**config.mk**
```make
export PLATFORM = sky130hd
export DESIGN_NAME = rbd_scan
export DESIGN_NICKNAME = d
export VERILOG_FILES = /design/src/sv/rbd_pkg.sv /design/src/sv/rbd_scan.sv
export SDC_FILE = /design/constraint.sdc
export NUM_CORES = 1
export LEC_CHECK = 0
export ABC_AREA = 1
export ABC_CLOCK_PERIOD_IN_PS = 3650
export BUFFER_PORTS_ARGS = -buffer_cell sky130_fd_sc_hd__clkbuf_2
export CAP_MARGIN = 25
export CORE_UTILIZATION = 30
export CTS_CLUSTER_SIZE = 24
export DETAILED_ROUTE_END_ITERATION = 6
export HOLD_SLACK_MARGIN = 0.06
export PLACE_DENSITY = 0.58
export SLEW_MARGIN = 20
export SYNTH_ARGS = -nofsm -noshare
export SYNTH_HDL_FRONTEND = slang
export SYNTH_SLANG_ARGS = --single-unit
export TNS_END_PERCENT = 5
```
**constraint.sdc**
```tcl
create_clock -name clk -period 3.65 [get_ports clk]
set_clock_uncertainty 0.05 [all_clocks]
set_input_delay 0.73 -clock clk [delete_from_list [all_inputs] [get_ports clk]]
set_output_delay 0.73 -clock clk [all_outputs]
set_load 0.02 [all_outputs]
```
**src/sv/rbd_pkg.sv**
```systemverilog
package rbd_pkg;

	// Configuration port
	localparam int CFG_IDX_W  = 1;
	localparam int CFG_DATA_W = 12;

	localparam logic [CFG_IDX_W-1:0] REG_IMAGE_WIDTH  = 1'b0;
	localparam logic [CFG_IDX_W-1:0] REG_IMAGE_HEIGHT = 1'b1;

	localparam logic [CFG_DATA_W-1:0] WIDTH_RESET  = 12'd640;
	localparam logic [CFG_DATA_W-1:0] HEIGHT_RESET = 12'd480;

	// Row counter and height limit
	localparam int ROW_W = 11;
	localparam logic [CFG_DATA_W-1:0] MAX_HEIGHT = 12'd2048;

	localparam int CHAN_W = 8;
	localparam int PSUM_W = CHAN_W + 1;

	typedef struct packed {
		logic [CHAN_W-1:0] blue;
		logic [CHAN_W-1:0] green;
		logic [CHAN_W-1:0] red;
	} pix_t;

	// Horizontal pair sums, red in the low bits
	typedef struct packed {
		logic [PSUM_W-1:0] blue;
		logic [PSUM_W-1:0] green;
		logic [PSUM_W-1:0] red;
	} pix_sum_t;

	// Word handed from the scan logic to the merge stage
	typedef struct packed {
		logic     emit;
		logic     last;
		pix_sum_t sum;
	} s1_item_t;

endpackage

```
**src/sv/rbd_scan.sv**
```systemverilog
module rbd_scan #(
	parameter int MAX_WIDTH = 2048
) (
	input  logic                          clk,
	input  logic                          arst_n,
	input  logic                          cfg_we,
	input  logic [rbd_pkg::CFG_IDX_W-1:0] cfg_index,
	input  logic [rbd_pkg::CFG_DATA_W-1:0] cfg_data,
	input  logic                          accept,
	input  logic [rbd_pkg::CHAN_W-1:0]    red_in,
	input  logic [rbd_pkg::CHAN_W-1:0]    green_in,
	input  logic [rbd_pkg::CHAN_W-1:0]    blue_in,
	output logic                          line_we,
	output logic [$clog2(MAX_WIDTH/2)-1:0] line_addr,
	output rbd_pkg::pix_sum_t             line_wdata,
	output logic                          line_rd_en,
	output rbd_pkg::s1_item_t             item
);

	localparam int COL_W  = $clog2(MAX_WIDTH);
	localparam int AW     = $clog2(MAX_WIDTH / 2);
	localparam int WLOG_W = $clog2(MAX_WIDTH) + 1;
	localparam int CMP_W  = (rbd_pkg::CFG_DATA_W > WLOG_W) ? rbd_pkg::CFG_DATA_W : WLOG_W;

	logic [rbd_pkg::CFG_DATA_W-1:0] width_q;
	logic [rbd_pkg::CFG_DATA_W-1:0] height_q;
	logic [COL_W-1:0]               col_q;
	logic [rbd_pkg::ROW_W-1:0]      row_q;
	rbd_pkg::pix_t                  held_q;

	rbd_pkg::pix_t                  px;
	logic [CMP_W-1:0]               w_raw;
	logic [CMP_W-1:0]               w_max;
	logic [CMP_W-1:0]               w_eff;
	logic [rbd_pkg::CFG_DATA_W-1:0] h_eff;
	logic [CMP_W-1:0]               col_nxt;
	logic [rbd_pkg::CFG_DATA_W-1:0] row_nxt;
	logic                           col_wrap;
	logic                           row_wrap;
	logic                           odd_col;
	logic                           odd_row;

	// Configuration registers
	always_ff @(posedge clk or negedge arst_n) begin
		if (!arst_n) begin
			width_q  <= rbd_pkg::WIDTH_RESET;
			height_q <= rbd_pkg::HEIGHT_RESET;
		end else if (cfg_we) begin
			unique case (cfg_index)
				rbd_pkg::REG_IMAGE_WIDTH:  width_q  <= cfg_data;
				rbd_pkg::REG_IMAGE_HEIGHT: height_q <= cfg_data;
				default: ;
			endcase
		end
	end

	// Clamp frame size to the supported range
	always_comb begin
		w_raw = CMP_W'(width_q);
		w_max = CMP_W'(MAX_WIDTH);
		if (w_raw == '0) begin
			w_eff = CMP_W'(1);
		end else if (w_raw > w_max) begin
			w_eff = w_max;
		end else begin
			w_eff = w_raw;
		end
		if (height_q == '0) begin
			h_eff = rbd_pkg::CFG_DATA_W'(1);
		end else if (height_q > rbd_pkg::MAX_HEIGHT) begin
			h_eff = rbd_pkg::MAX_HEIGHT;
		end else begin
			h_eff = height_q;
		end
	end

	// Position of the current word
	assign px       = '{blue: blue_in, green: green_in, red: red_in};
	assign col_nxt  = CMP_W'(col_q) + CMP_W'(1);
	assign row_nxt  = rbd_pkg::CFG_DATA_W'(row_q) + rbd_pkg::CFG_DATA_W'(1);
	assign col_wrap = (col_nxt >= w_eff);
	assign row_wrap = (row_nxt >= h_eff);
	assign odd_col  = col_q[0];
	assign odd_row  = row_q[0];

	// Advance column and row counters
	always_ff @(posedge clk or negedge arst_n) begin
		if (!arst_n) begin
			col_q  <= '0;
			row_q  <= '0;
			held_q <= '0;
		end else if (accept) begin
			if (!odd_col) begin
				held_q <= px;
			end
			if (col_wrap) begin
				col_q <= '0;
				row_q <= row_wrap ? '0 : row_nxt[rbd_pkg::ROW_W-1:0];
			end else begin
				col_q <= col_nxt[COL_W-1:0];
			end
		end
	end

	// Pair sum of the held left pixel and the current one
	always_comb begin
		item.sum.red   = rbd_pkg::PSUM_W'(held_q.red)   + rbd_pkg::PSUM_W'(px.red);
		item.sum.green = rbd_pkg::PSUM_W'(held_q.green) + rbd_pkg::PSUM_W'(px.green);
		item.sum.blue  = rbd_pkg::PSUM_W'(held_q.blue)  + rbd_pkg::PSUM_W'(px.blue);
		item.emit      = odd_col & odd_row;
		item.last      = (row_nxt == (h_eff & ~rbd_pkg::CFG_DATA_W'(1)))
		                 && (col_nxt == (w_eff & ~CMP_W'(1)));
	end

	// Store pair sums on even rows, fetch them on odd rows
	assign line_addr  = col_q[AW:1];
	assign line_wdata = item.sum;
	assign line_we    = accept & odd_col & ~odd_row;
	assign line_rd_en = accept & odd_col & odd_row;

endmodule

```
---- Word level (Yosys, flattened, before mapping) ----
Cells that the tools add are included.
operators by class
  add/sub/neg operators ................... 5
  magnitude comparators ................... 4
  equality and inequality tests ........... 2
  mux-type cells .......................... 6
  bitwise gates (word level) .............. 7
  reductions and logical operators ........ 7
operator list
  kind                                           number
  2-to-1 mux 12 bit                              4
  adder 8 x 8 -> 9 bit                           3
  adder 11 x 1 -> 12 bit, second input constant  2
  equality test 12 bit                           2
  >= comparator 12 bit                           2
  > comparator 12 bit, second input constant     2
  zero test 12 bit                               2
  2-to-1 mux 11 bit                              2
  AND reduction 2 bit                            4
  bitwise AND 1 bit                              4
  inverter 1 bit                                 3
  logical AND 1 bit                              1
storage, ports and cells
  bits in registers ....................... 70
  input bits .............................. 41
  output and inout bits ................... 68
  logic and storage cells ................. 38

---- Depth between registers and ports, before layout ----
  word-level depth ........................ 5
  depth in mapped cells ................... 20
  gate-level depth less buffers ........... 19

---- Worst setup path after synthesis ----
Ideal clock, no wire load.
  kind .................................... input to output
  from .................................... input blue_in[0] (netlist bit)
  to ...................................... output line_wdata[26] (netlist bit)
  arrival time ............................ 2.378 ns
  data required time ...................... 2.870 ns
  setup slack ............................. 0.492 ns
  cell stages on the path ................. 9
  path buffers ............................ 1
  cells stage by stage .................... ha_1 -> inv_1 -> fa_1 -> o21ai_0 -> nand2_1 -> nand2_1 -> a21oi_1 -> o21bai_1 -> buf_4
RTL lines
  element          line            RTL
  start, declared  rbd_scan.sv:12  input logic [rbd_pkg::CHAN_W-1:0] blue_in,
  end, declared    rbd_scan.sv:15  output rbd_pkg::pix_sum_t line_wdata,

==> impl_metrics.csv <==
group,metric,value,unit
setup_path,critPathLaunch,"height_q[4]$_DFFE_PN0P_",
drt,drc,0,
drt,drt_first_pass_iters,5,
setup_path,r2r-end,"row_q[0]$_DFFE_PN0P_",
placement,io_buffers,108,
placement,hpwl,8.51,mm
drt,avgViaCountPerCell,4.41,
logic_synthesis,yosys.area.top_type_share,30.9,%
floorplanning,io_pins,109,
clock_tree,cts_root_buf,"clkbuf_16",
pwr,p_switching,0.00201,W
sta,final_hold_viol_count,0,
global_routing,antenna_found_initial,0,
global_routing,grt_use_total,12.9,%
pwr,combPwrFrac,54.5,%
layout,drive_above_1_share,26.0,%
setup_path,reg2reg_slack,0.82,ns
sta,period_minus_slack,3.45,ns
logic_synthesis,synthCells,649,
setup_path,required,2.87,ns
global_routing,gr-total-overflow,0,
global_routing,grtUsageMet3,2.51,%
floorplanning,initial_core_util,31.0,%
floorplanning,die-area,17800,sq um
setup_path,worstPathMaxFanout,10,
logic_synthesis,synth_top_area_cell,"dfrtp_1",
pwr,max-vdd-ir-drop,0.406,mV
setup_path,arrival,2.67,ns
logic_synthesis,async_flop_share,100,%
global_routing,grt_use_met1,17.2,%
sta,maxSlewHeadroom,56.6,%
layout,area_delta_synth_final,15.8,%
sta,fin_crit_sh,94.4,%
placement,globalplace.congestion,0.799,
hold_path,hold_class,"input pin to async pin",
global_routing,grt_pass1_vias,3856,
pwr,power.density,722,nW/um^2
floorplanning,die_x,133,microns
layout,num_antenna_cells,0,
setup_path,crit_end,"item[27]",
floorplanning,core_area,16700,sq um
floorplanning,placementRows,47,
logic_synthesis,yosysSeqAreaShare,33.9,%
clock_tree,clock_path_buffers,2,
layout,finalNetCount,817,
setup_path,worstSetupEndpointType,"output pin",
drt,wl_per_cell,11.5,microns
global_routing,grt_max_degree,71,
floorplanning,die_y,133,microns
global_routing,grt_pass1_wl,18.5,mm
logic_synthesis,yosys-top-cells-area,"dfrtp_1 31%, nand2_1 13%, ha_1 12%",
sta,tightest_slew,0.649,ns
logic_synthesis,synth_flop_cell,"dfrtp_1",
sta,final-max-slew-violation-count,0,
pwr,clkPwrFrac,20.4,%
logic_synthesis,synth-edff-count,0,
clock_tree,cts_max_level,3,
global_routing,grt-busiest-layer,"met2",
logic_synthesis,avgSynthCellArea,7.99,sq um
placement,pre_cts_slack,0.269,ns
clock_tree,clk_latency,0.33,ns
setup_path,start_kind,"flip-flop",
clock_tree,cts_tree,"done",
sta,setup_viol,0,
layout,nFillCells,1803,
pwr,p_int,0.00232,W
clock_tree,post_cts_resized,0,
logic_synthesis,ys_types,33,
global_routing,met2_usage,21.6,%
setup_path,rr_startpoint,"col_q[0]$_DFFE_PN0P_",
sta,layout_setup_ws,0.203,ns
sta,tns,0,ns
clock_tree,path_clk_slew,0.06,ns
logic_synthesis,synth_fp_nets,743,
sta,max_freq,290,MHz
drt,via_count,4176,
drt,ant_nets,0,
drt,wirelength,10.9,mm
logic_synthesis,synth_seq_cells,70,
drt,drt_first_iter_violations,131,
pwr,power.leakage,3.20,nW
job,cap_violations,0,
pwr,switching_share,46.4,%
setup_path,reg2reg_depth,15,
clock_tree,cts_setup_buffers,0,
setup_path,crit_type,"flip-flop to output pin",
status,status,"complete, no violations",
pwr,seq_power_share,25.1,%
clock_tree,hold_buffers,0,
sta,rsz0062_at_grt,"no",
logic_synthesis,syn-cell-area,5180,sq um
clock_tree,cts.sinks,70,
logic_synthesis,yosysWarningCount,0,
clock_tree,cts_buffers,9,
[registers in the layout, summed over array words and instances (netlist names)]
name,count
col_q,11
height_q,12
held_q,24
row_q,11
w_raw,12
[critical path, stage by stage, from the launching register on]
cell,delay (ns)
dfrtp_1,0.39
nor2_1,0.10
nand2_1,0.06
nor3_1,0.13
nand3_1,0.11
nand2_1,0.24
nand2_1,0.11
ha_1,0.30
nand2_1,0.05
inv_1,0.06
nand3_1,0.07
nor3_1,0.26
and3_2,0.27
clkbuf_2,0.17
[power by group through the flow]
| stage | clock network (W) | logic, W | registers [W] |
|---|---|---|---|
| 2_1_floorplan | 0 | 0.00204 | 0.00106 |
| 3_3_place_gp | 0 | 0.00237 | 0.00110 |
| 3_5_place_dp | 0 | 0.00239 | 0.00110 |
| 4_1_cts | 0.000922 | 0.00240 | 0.00109 |
| 5_1_grt | 0.000949 | 0.00263 | 0.00111 |
| 6_report | 0.000885 | 0.00236 | 0.00109 |
[final cells by class]
type / count / area (sq um) / share of cell area [%]
clock buffer: 10 / 229 / 3.81
clock inverter: 6 / 70.1 / 1.17
inverter: 78 / 293 / 4.88
multi-input combinational: 454 / 2800 / 46.6
sequential: 70 / 1760 / 29.3
tap: 220 / 275 / 4.59
timing repair buffer: 110 / 578 / 9.63
[synth_stat cells (all sizes together), types with 8 or more instances]
library cell,instances
xor2,17
nand3,27
nor2,31
ha,50
inv,78
dfrtp,64
xnor2,8
nand2,198
mux2,21
a21oi,24
o21ai,50
buf,42
[through the flow]
step | power [W] | cell area, sq um | hold slack [ns] | utilization, % | instances
floorplan | 0.00310 | 5180 | 0.384 | - | 649
global placement | 0.00346 | 5670 | 0.441 | 34.0 | 931
detailed placement | 0.00349 | 5670 | 0.445 | 34.0 | 931
CTS | 0.00440 | 5970 | 0.455 | 35.8 | 947
global route | 0.00469 | 6000 | 0.266 | 35.9 | 948
finish | 0.00433 | 6000 | 0.242 | 35.9 | 948
[placed cells by master (no fill, tap or decap), types with 6 or more instances in the layout]
cell type,count
nand2_1,182
clkbuf_2,107
inv_1,77
dfrtp_1,64
ha_1,50
o21ai_0,40
nand3_1,27
nor2_1,23
a21oi_1,22
mux2_2,21
xor2_1,17
nand2_2,16
o21ai_2,9
clkbuf_16,9
xnor2_1,8
nor3_1,6
nand4_1,6
nor2_4,6
dfstp_2,6
[worst min path at each step]
| stage | cells after the start | to | slack [ns] |
|---|---|---|---|
| after floorplan | 0 | col_q[0]$_DFFE_PN0P_ | 0.38 |
| after global placement | 1 | held_q[16]$_DFFE_PN0P_ | 0.44 |
| after detailed placement | 2 | w_raw[7]$_DFFE_PN1P_ | 0.45 |
| after CTS | 2 | w_raw[7]$_DFFE_PN1P_ | 0.46 |
| after global routing | 1 | w_raw[4]$_DFFE_PN0P_ | 0.27 |
| final | 1 | w_raw[4]$_DFFE_PN0P_ | 0.24 |
[routing by layer]
metal | part of all wire, % | up-vias | wire length, microns
li1 | - | 2195 | -
met1 | 49 | 1877 | 5380
met2 | 46 | 94 | 4970
met3 | 4.1 | 10 | 445
met4 | 0.93 | 0 | 101
met5 | 0 | - | 0
[cell families (layout without fill, tap and decap cells)]
logic type / Yosys count / after routing / synth area share, %
simple gates: 276 / 276 / 23.2
compound gates: 79 / 79 / 8.67
fa+ha+maj: 53 / 53 / 13.2
buf+inv: 125 / 204 / 12.1
mux: 21 / 21 / 4.56
flops: 70 / 70 / 33.9
xor+xnor: 25 / 25 / 4.22
Power figures use the tool's default switching activity.
