==> config.mk <==
export PLATFORM = sky130hd
export DESIGN_NAME = rbd_merge
export DESIGN_NICKNAME = d
export VERILOG_FILES = /design/src/sv/rbd_pkg.sv /design/src/sv/rbd_merge.sv
export SDC_FILE = /design/constraint.sdc
export NUM_CORES = 1
export LEC_CHECK = 0
export ABC_AREA = 1
export ABC_CLOCK_PERIOD_IN_PS = 2300
export BUFFER_PORTS_ARGS = -buffer_cell sky130_fd_sc_hd__buf_4
export CAP_MARGIN = 10
export CORE_MARGIN = 5
export CORE_UTILIZATION = 53
export CTS_BUF_LIST = sky130_fd_sc_hd__clkbuf_2 sky130_fd_sc_hd__clkbuf_4 sky130_fd_sc_hd__clkbuf_8
export DETAILED_ROUTE_END_ITERATION = 12
export PLACE_DENSITY = 0.84
export SETUP_SLACK_MARGIN = 0.5
export SYNTH_ARGS = -nofsm -noshare
export SYNTH_HDL_FRONTEND = slang
export SYNTH_SLANG_ARGS = --single-unit
==> constraint.sdc <==
create_clock -name clk -period 2.3 [get_ports clk]
set_input_delay 0.345 -clock clk [delete_from_list [all_inputs] [get_ports clk]]
set_output_delay 0.345 -clock clk [all_outputs]
set_load 0.005 [all_outputs]
==> src/sv/rbd_pkg.sv <==
package rbd_pkg;

	// Configuration port
	localparam int CFG_IDX_W  = 1;
	localparam int CFG_DATA_W = 12;

	localparam logic [CFG_IDX_W-1:0] REG_IMAGE_WIDTH  = 1'b0;
	localparam logic [CFG_IDX_W-1:0] REG_IMAGE_HEIGHT = 1'b1;

	localparam logic [CFG_DATA_W-1:0] WIDTH_RESET  = 12'd640;
	localparam logic [CFG_DATA_W-1:0] HEIGHT_RESET = 12'd480;

	// Row counter and height limit
	localparam int ROW_W = 11;
	localparam logic [CFG_DATA_W-1:0] MAX_HEIGHT = 12'd2048;

	localparam int CHAN_W = 8;
	localparam int PSUM_W = CHAN_W + 1;

	typedef struct packed {
		logic [CHAN_W-1:0] blue;
		logic [CHAN_W-1:0] green;
		logic [CHAN_W-1:0] red;
	} pix_t;

	// Horizontal pair sums, red in the low bits
	typedef struct packed {
		logic [PSUM_W-1:0] blue;
		logic [PSUM_W-1:0] green;
		logic [PSUM_W-1:0] red;
	} pix_sum_t;

	// Word handed from the scan logic to the merge stage
	typedef struct packed {
		logic     emit;
		logic     last;
		pix_sum_t sum;
	} s1_item_t;

endpackage

==> src/sv/rbd_merge.sv <==
module rbd_merge (
	input  logic                       clk,
	input  logic                       arst_n,
	input  logic                       accept,
	input  rbd_pkg::s1_item_t          item,
	input  rbd_pkg::pix_sum_t          above,
	output logic                       in_ready,
	output logic                       out_valid,
	input  logic                       out_ready,
	output logic [rbd_pkg::CHAN_W-1:0] red_out,
	output logic [rbd_pkg::CHAN_W-1:0] green_out,
	output logic [rbd_pkg::CHAN_W-1:0] blue_out,
	output logic                       frame_last
);

	localparam int TSUM_W = rbd_pkg::PSUM_W + 1;

	logic              valid_s1;
	logic              last_s1;
	rbd_pkg::pix_sum_t sum_s1;
	logic              go;
	logic [TSUM_W-1:0] red_t;
	logic [TSUM_W-1:0] green_t;
	logic [TSUM_W-1:0] blue_t;

	// Stage 1 moves on when the output register is free or being taken
	assign go       = ~out_valid | out_ready;
	assign in_ready = ~valid_s1 | go;

	// Stage 1: pair sum waits here for the line store read
	always_ff @(posedge clk or negedge arst_n) begin
		if (!arst_n) begin
			valid_s1 <= 1'b0;
		end else if (in_ready) begin
			valid_s1 <= accept & item.emit;
		end
	end

	always_ff @(posedge clk) begin
		if (accept && item.emit) begin
			sum_s1  <= item.sum;
			last_s1 <= item.last;
		end
	end

	// Add the stored pair and drop the two low bits
	assign red_t   = TSUM_W'(sum_s1.red)   + TSUM_W'(above.red);
	assign green_t = TSUM_W'(sum_s1.green) + TSUM_W'(above.green);
	assign blue_t  = TSUM_W'(sum_s1.blue)  + TSUM_W'(above.blue);

	// Output register
	always_ff @(posedge clk or negedge arst_n) begin
		if (!arst_n) begin
			out_valid <= 1'b0;
		end else if (go) begin
			out_valid <= valid_s1;
		end
	end

	always_ff @(posedge clk) begin
		if (go && valid_s1) begin
			red_out    <= red_t[TSUM_W-1:2];
			green_out  <= green_t[TSUM_W-1:2];
			blue_out   <= blue_t[TSUM_W-1:2];
			frame_last <= last_s1;
		end
	end

endmodule

* Word level (Yosys, flattened, before mapping)
Index checks and enable logic that the tools add are counted.
** Storage, ports and cells
- Register bits :: 55
- Output and inout bits :: 27
- Bits of input ports :: 60
- Logic and storage cells :: 20
** Cells by class
- Bitwise operators :: 5
- Reductions and logical operators :: 2
- Add/sub/neg operators :: 3
** Operators with widths (count)
- 9-bit by 9-bit adder with 10-bit output :: 3
- 1-bit logical AND :: 2
- 1-bit inverter :: 2
- 1-bit bitwise OR :: 2
- 1-bit AND :: 1

* Logic depth before layout (Yosys ltp)
Gate-level depths: netlist of run 1.
- Depth after elaboration :: 3
- Depth in mapped cells :: 9
- Gate-level depth less buffers :: 9

* Worst setup path before layout of run 1
No wires, ideal clock.
- Path type :: reg-to-reg
- Start point :: register out_valid
- End point :: register blue_out[0] (netlist name) (enable)
- Cell stages (with the launch flop) :: 2
- Period minus slack after synthesis :: 2105 ps
- Arrival :: 1689 ps
- Slack :: 195 ps
- Cell sequence :: dfrtp_1 a21oi_1
** On the way
- Word-level cells in the longest chain between the ends :: 3
** RTL lines
- start, declared :: RTL line rbd_merge.sv:8 : output logic out_valid,
- start signal, assigned :: RTL line rbd_merge.sv:56 : out_valid <= valid_s1;
- 1-bit inverter :: RTL line rbd_merge.sv:27 : assign go = ~out_valid | out_ready;
- 1-bit bitwise OR :: RTL line rbd_merge.sv:27
- 1-bit logical AND :: RTL line rbd_merge.sv:61 : if (go && valid_s1) begin
- end signal, assigned :: RTL line rbd_merge.sv:64 : blue_out <= blue_t[TSUM_W-1:2];
- end, declared :: RTL line rbd_merge.sv:12 : output logic [rbd_pkg::CHAN_W-1:0] blue_out,
No other way between the ends.
A chain may end at the register's enable or synchronous reset.

* Final worst setup path of run 1
- Start point :: register sum_s1[4] (netlist name)
- End point :: register red_out[5] (netlist name), data pin
** On the way
- Word-level cells in the longest chain between the ends :: 1
** RTL lines
- start, declared :: RTL line rbd_merge.sv:20 : rbd_pkg::pix_sum_t sum_s1;
- start signal, assigned :: RTL line rbd_merge.sv:41 : sum_s1 <= item.sum;
- 9-bit by 9-bit adder with 10-bit output :: RTL line rbd_merge.sv:47 : assign red_t = TSUM_W'(sum_s1.red) + TSUM_W'(above.red);
- via red_t[7] :: RTL line rbd_merge.sv:22 : logic [TSUM_W-1:0] red_t;
- end signal, assigned :: RTL line rbd_merge.sv:62 : red_out <= red_t[TSUM_W-1:2];
- end, declared :: RTL line rbd_merge.sv:10 : output logic [rbd_pkg::CHAN_W-1:0] red_out,
The timed path passes the listed nets, and every way through them passes these cells.

==> run_results.csv, run 1 <==
group,metric,value,unit
power,seqPwrFrac,54.7,%
worst_setup_path,timing.rr.start,"sum_s1[4]",
worst_setup_path,crit_type,"reg2reg",
timing,clock.fmax,0.6521,GHz
timing,clock_skew,0.005145,ns
die,row_count,26,
cts,cts.path.max_buffers,2,
route,drt-initial-drc-count,48,
cells_and_area,drive_gt1_share,28.42,%
power,switchingPower,0.5792,mW
logic_synthesis,ys_ff_latch,55,
worst_setup_path,crit_path_end_kind,"flip-flop",
route,dr.pass1.iters,4,
logic_synthesis,synth_warnings,0,
route,drc,0,
cts,cts-htree-levels,2,
timing,finalSetupViolCount,0,
cells_and_area,nNetsFinal,463,
timing,rsz0062_at_grt,"false",
cts,clock_latency,0.30,ns
placed_design,dpl.hpwl,4465,um
worst_setup_path,cp_slowest_cell,"edfxtp_1",
timing,fin_crit_sh,66.67,%
die,die_w,83.29,um
placed_design,dp.cells,441,
route,routed_via_density,4.829,
grt,grt_pass1_vias,2093,
die,die_area,6936,um^2
cells_and_area,layout_common_cells,"buf_4, nand2_1, edfxtp_1",
power,switching_share,25.70,%
cells_and_area,syn_to_final_growth,30.15,%
hold_path,hp-class,"in2reg",
logic_synthesis,yosysSeqAreaShare,57.67,%
worst_setup_path,critPathMaxStageDelay,0.38,ns
timing,slew_violations,0,
logic_synthesis,yosysTopAreaCell,"edfxtp_1",
worst_setup_path,worstSetupStartpointType,"flip-flop",
logic_synthesis,syn_nets,367,
cells_and_area,fillCellCount,366,
logic_synthesis,synth_area_per_cell,10.06,um^2
cells_and_area,instances_no_fill,450,
worst_setup_path,startpoint,"sum_s1[4]",
worst_setup_path,critPathCapture,"red_out[5]",
timing,relSlewSlack,76.62,%
cts,post-cts-setup-buffers,0,
die,core_area,5172,um^2
power,vdd_ir_drop_max,340.1,uV
cells_and_area,final_common_cell,"buf_4",
cts,clkSinkCount,55,
power,power_leakage,1.824,nW
route,postRouteAntennaNets,0,
grt,antenna_found_initial,0,
worst_setup_path,path_max_fanout,4,
placed_design,port_buffers,86,
status,run_status,"completed",
worst_setup_path,worst_ep_required_time,2.36,ns
placed_design,gp_congestion,0.8801,
grt,grt_usage,15.93,%
timing,hold_violations,0,
route,vias,2173,
timing,setup_tns,0,ns
route,wirelength,5513,um
die,io_pins,87,
die,start_util,55.03,%
cells_and_area,diodes,0,
worst_setup_path,arrival,1.59,ns
power,p_per_area,608.4,nW/um^2
worst_setup_path,r2r_slack,0.77,ns
worst_setup_path,cp_common_cell,"nand2_1",
grt,grt_pass1_wl,9025,um
cts,cts_made_buffers,5,
timing,holdWs,0.2165,ns
power,pwr-share-clk,22.5,%
worst_setup_path,ff2ff_path_depth,9,
logic_synthesis,ys_top_cells_by_area,"edfxtp_1, nand2_1, ha_1, inv_1, nand3_1",
hold_path,hold_start,"item[14]",
logic_synthesis,netlist.area_leader.share,55.91,%
worst_setup_path,worstReg2RegEnd,"red_out[5]",
logic_synthesis,ys_types,17,
worst_setup_path,worstPathCellList,"ha_1 -> nand2_1 -> nand2_1 -> inv_1 -> nor2_1 -> nor2_1 -> nand2_1 -> nand2_1 -> nand2_1",
timing,min_period,1.533,ns
route,wl_per_cell,12.25,um
power,p_int,1.675,mW
die,die-height,83.29,um
flow_run,drv_cap,0,
cts,cts.clk_slew.worst_paths,0.09,ns
logic_synthesis,synth_area,2846,um^2
grt,grt_overflow_total,0,
logic_synthesis,synthCells,283,
cts,cts_tree,"yes",
timing,worst_pin_slew,0.3503,ns
cts,cts_root_buf,"clkbuf_8",
power,comb_power_share,22.8,%
grt,grt_max_degree,26,
worst max-delay path: cells and delay by family (launching register included):
family	cells	cell delay, ns
buf+inv	1	0.08
simple gates	7	0.49
fa+ha+maj	1	0.34
flops	1	0.38
cells in the mapped netlist (all sizes together):
| library cell | instances |
|---|---|
| nand2 | 94 |
| a21oi | 12 |
| dfrtp | 2 |
| o21ai | 8 |
| edfxtp | 53 |
| nor3 | 2 |
| xor2 | 9 |
| ha | 24 |
| inv | 48 |
| nand4 | 2 |
| o21bai | 1 |
| nor2 | 11 |
| nand3 | 17 |
routing by layer:
layer	GRT usage, %	vias to the layer above	wire [um]
li1	-	1117	-
met4	5.201	0	80
met3	3.663	11	357
met5	0	-	0
met1	19.11	978	2253
met2	28.13	67	2821
power by group through the flow:
stage / logic (mW) / registers [mW] / clock network [mW]
2_1_floorplan: 0.290 / 1.26 / 0
3_3_place_gp: 0.498 / 1.26 / 0
3_5_place_dp: 0.512 / 1.26 / 0
4_1_cts: 0.517 / 1.23 / 0.530
5_1_grt: 0.581 / 1.24 / 0.563
6_report: 0.513 / 1.23 / 0.507
state kept, by name (all words and copies together) (netlist names):
register and cells:
blue_out 8, frame_last 1, green_out 8, last_s1 1
out_valid 1, red_out 8, sum_s1 27, valid_s1 1
area by class of cell:
cell class                      instances  area, um^2  area share, %
Clock inverter                          2       7.507         0.2026
Clock buffer                            6       76.32          2.060
Sequential cell                        55        1642          44.31
Timing Repair Buffer                   89       683.2          18.44
Tap cell                               70       87.58          2.364
Inverter                               48       180.2          4.863
Multi-Input combinational cell        180        1028          27.76
per-stage QoR:
| stage | area (um^2) | utilization, % | power [mW] | setup slack (ns) |
|---|---|---|---|---|
| 2_1_floorplan | 2850 | - | 1.550 | 0.7372 |
| 3_3_place_gp | 3611 | 69.81 | 1.753 | 0.7262 |
| 3_5_place_dp | 3611 | 69.81 | 1.770 | 0.6851 |
| 4_1_cts | 3705 | 71.63 | 2.281 | 0.7705 |
| 5_1_grt | 3705 | 71.63 | 2.385 | 0.6571 |
| 6_report | 3705 | 71.63 | 2.254 | 0.7665 |
repair_timing:
action | CTS | global route
hold endpoints to repair | 2 | 0
hold buffers | 1 | 0
gates resized for setup | 0 | 0
logic make-up after synthesis:
group                    after synthesis  share of synthesized area, %
AND/OR/NAND/NOR                      126                         18.77
flip-flops                            55                         57.67
buffers and inverters                 48                         6.330
adder cells (fa/ha/maj)               24                         10.55
AO/OA/AOI/OAI                         21                         3.912
XOR/XNOR                               9                         2.769
worst min path at each step:
stage                      end  depth (start not counted)
floorplan            out_valid                          0
global placement     out_valid                          1
detailed placement   out_valid                          1
CTS                 sum_s1[14]                          1
global route        sum_s1[22]                          1
finish              sum_s1[14]                          1
No activity file was read; power rests on OpenSTA's default activity.
==> inputs of run 2 (changes only) <==
ABC_AREA = 0   (was 1)
ABC_CLOCK_PERIOD_IN_PS = 1500   (was 2300)
CORE_UTILIZATION = 52   (was 53)
clock period = 1.5 ns   (was 2.3 ns; I/O delays follow)
==> run 2 against run 1 <==
Effect of this change:
- the flow now finishes with violations (negative setup slack)
- synthesized cell count decreased by 41%
- clock skew increased by 0.0047 ns
- combinational power increased by 140%
- clock power increased by 91%
- final area increased by 17%
- utilization increased by 19 points
- critical path depth decreased by 4
==> run_results.csv, run 2 <==
group,metric,value,unit
route,vias,2130,
timing,clock.fmax,0.5251,GHz
worst_setup_path,worstSetupStartpointType,"flip-flop",
logic_synthesis,dominantRegCellSynth,"edfxtp_1",
cells_and_area,layout_common_cells,"buf_4, edfxtp_1, buf_6",
cells_and_area,drive_gt1_share,61.49,%
die,die_area,6446,um^2
worst_setup_path,critPathMaxStageDelay,0.45,ns
placed_design,gp_congestion,0.8058,
grt,grt_overflow_total,0,
logic_synthesis,ys_types,31,
die,core_area,4755,um^2
cts,clock_latency,0.31,ns
worst_setup_path,critPathBufInv,0,
timing,fin_crit_sh,127.0,%
power,comb_power_share,29.7,%
route,drt-initial-drc-count,133,
power,seqPwrFrac,47.0,%
grt,antenna_found_initial,0,
cts,clkSinkCount,55,
logic_synthesis,netlist.area_leader.share,61.96,%
hold_path,hp-class,"in2reg",
die,die-height,80.29,um
cts,cts_root_buf,"clkbuf_8",
logic_synthesis,synth-edff-count,53,
timing,finalSetupViolCount,20,
logic_synthesis,ys_ff_latch,55,
die,row_count,25,
logic_synthesis,yosysSeqAreaShare,63.91,%
worst_setup_path,worst_ep_required_time,1.55,ns
timing,fin_ws,-0.4045,ns
die,start_util,54.03,%
grt,grt_pass1_wl,10450,um
worst_setup_path,worstPathCellList,"ha_4 -> a21oi_1 -> o21bai_1 -> a221oi_2 -> xnor2_1",
timing,worst_pin_slew,0.4133,ns
route,drc,0,
timing,slew_violations,0,
logic_synthesis,ys_top_cells_by_area,"edfxtp_1, ha_1, xnor2_1, a21o_1, a21oi_1",
status,violations,"negative setup slack",
logic_synthesis,async_flop_share,3.636,%
cts,cts_tree,"yes",
timing,clock_skew,0.009868,ns
timing,setup_tns,-4.937,ns
logic_synthesis,yosysMostFrequentCell,"edfxtp_1",
grt,grt_pass1_vias,2173,
placed_design,dpl.hpwl,4566,um
cts,cts.clk_slew.worst_paths,0.10,ns
worst_setup_path,critPathTopFamily,"compound AO/OA/AOI/OAI gates",
worst_setup_path,arrival,1.96,ns
power,vdd_ir_drop_max,717.0,uV
grt,grt_max_degree,30,
logic_synthesis,syn_nets,252,
power,switching_share,26.33,%
logic_synthesis,synth_area_per_cell,15.29,um^2
logic_synthesis,synthCells,168,
cells_and_area,final_common_cell,"buf_4",
grt,grt_usage,22.03,%
worst_setup_path,path_max_fanout,3,
route,routed_via_density,5.665,
worst_setup_path,crit_path_end_kind,"flip-flop",
cells_and_area,nNetsFinal,392,
status,run_status,"complete, but fails checks",
flow_run,drv_cap,0,
power,power_leakage,1.758,nW
power,p_per_area,956.8,nW/um^2
timing,relSlewSlack,72.44,%
die,die_w,80.29,um
placed_design,dp.cells,351,
cells_and_area,diodes,0,
cells_and_area,largest_reg_flops,27,
cells_and_area,top_register,"sum_s1",
logic_synthesis,synth_warnings,0,
power,switchingPower,1.090,mW
route,dr.pass1.iters,4,
cells_and_area,syn_to_final_growth,68.39,%
worst_setup_path,cp_slowest_cell,"edfxtp_1",
logic_synthesis,yosysTopAreaCell,"edfxtp_1",
die,io_pins,87,
power,p_int,3.049,mW
route,postRouteAntennaNets,0,
cts,cts_made_buffers,5,
route,wl_per_cell,22.48,um
placed_design,port_buffers,86,
timing,rsz0062_at_grt,"true",
timing,min_period,1.904,ns
logic_synthesis,synth_area,2569,um^2
cells_and_area,instances_no_fill,376,
timing,holdWs,0.07880,ns
logic_synthesis,synth_commonest_cells,"edfxtp_1, ha_1, xnor2_1, a21oi_1",
timing,hold_violations,0,
cts,cts.path.max_buffers,2,
worst_setup_path,crit_type,"reg2reg",
power,pwr-share-clk,23.3,%
route,wirelength,8452,um
cts,cts-htree-levels,2,
[run 2: changes by cell type after synthesis, sizes merged, moves of 4 or more]
cell	delta
o21ai	-7
xnor2	+12
nand3	-15
xor2	-4
a21o	+8
and3	+4
inv	-45
nand2	-90
nand2b	+5
[run 2: cell families (layout without fill, tap and decap cells)]
group / count (synthesis) / in the layout / share of synthesized area [%]
simple gates: 32 / 35 / 7.257
buf+inv: 3 / 141 / 0.4384
compound gates: 37 / 37 / 10.91
fa+ha+maj: 24 / 24 / 11.69
xor+xnor: 17 / 17 / 5.796
flops: 55 / 55 / 63.91
[run 2: worst paths after layout]
kind	startpoint	end	slack, ns	cells after the start
max	sum_s1[23]	blue_out[6]	-0.40	5
min	item[12]	sum_s1[12]	0.08	1
max reg2reg	sum_s1[23]	blue_out[6]	-0.40	5
min reg2reg	last_s1	frame_last	0.46	0
max in group asynchronous	arst_n	valid_s1	1.14	2
min in group asynchronous	arst_n	valid_s1	0.26	2
[run 2: area by class of cell]
type,instances,area [um^2]
Clock buffer,5,68.82
Tap cell,67,83.83
Multi-Input combinational cell,113,1381
Clock inverter,3,38.79
Fill cell,185,429.2
Sequential cell,55,1643
Inverter,3,11.26
Timing Repair Buffer,130,1099
[run 2: power by group through the flow]
| stage | logic (mW) | registers (mW) | clock network (mW) |
|---|---|---|---|
| after detailed placement | 0.923 | 1.95 | 0 |
| after CTS | 1.06 | 1.93 | 0.973 |
| after global placement | 0.885 | 1.94 | 0 |
| after global routing | 1.31 | 1.95 | 1.06 |
| final | 1.23 | 1.94 | 0.966 |
| after floorplan | 0.484 | 1.95 | 0 |
[run 2: through the flow]
| stage | utilization (%) | total power [mW] | worst slack (ns) | instance area [um^2] |
|---|---|---|---|---|
| global route | 90.97 | 4.314 | -0.4687 | 4325 |
| floorplan | - | 2.430 | -0.1938 | 2809 |
| finish | 90.97 | 4.139 | -0.4045 | 4325 |
| CTS | 87.50 | 3.958 | -0.2574 | 4160 |
| global placement | 79.16 | 2.822 | -0.2082 | 3764 |
| detailed placement | 79.16 | 2.869 | -0.2594 | 3764 |
[run 2: layer usage]
metal	share of wire, %	global-route usage (%)
met1	34	22.35
met2	56	42.88
met3	5.9	5.381
met4	3.8	7.939
met5	0	0
[run 2: timing repair]
item,in CTS,in global routing
setup endpoints to repair,76,76
gates resized for setup,43,19
cloned,3,0
pin swaps,14,16
hold buffers,1,0
buffers inserted,7,6
hold endpoints to repair,2,0
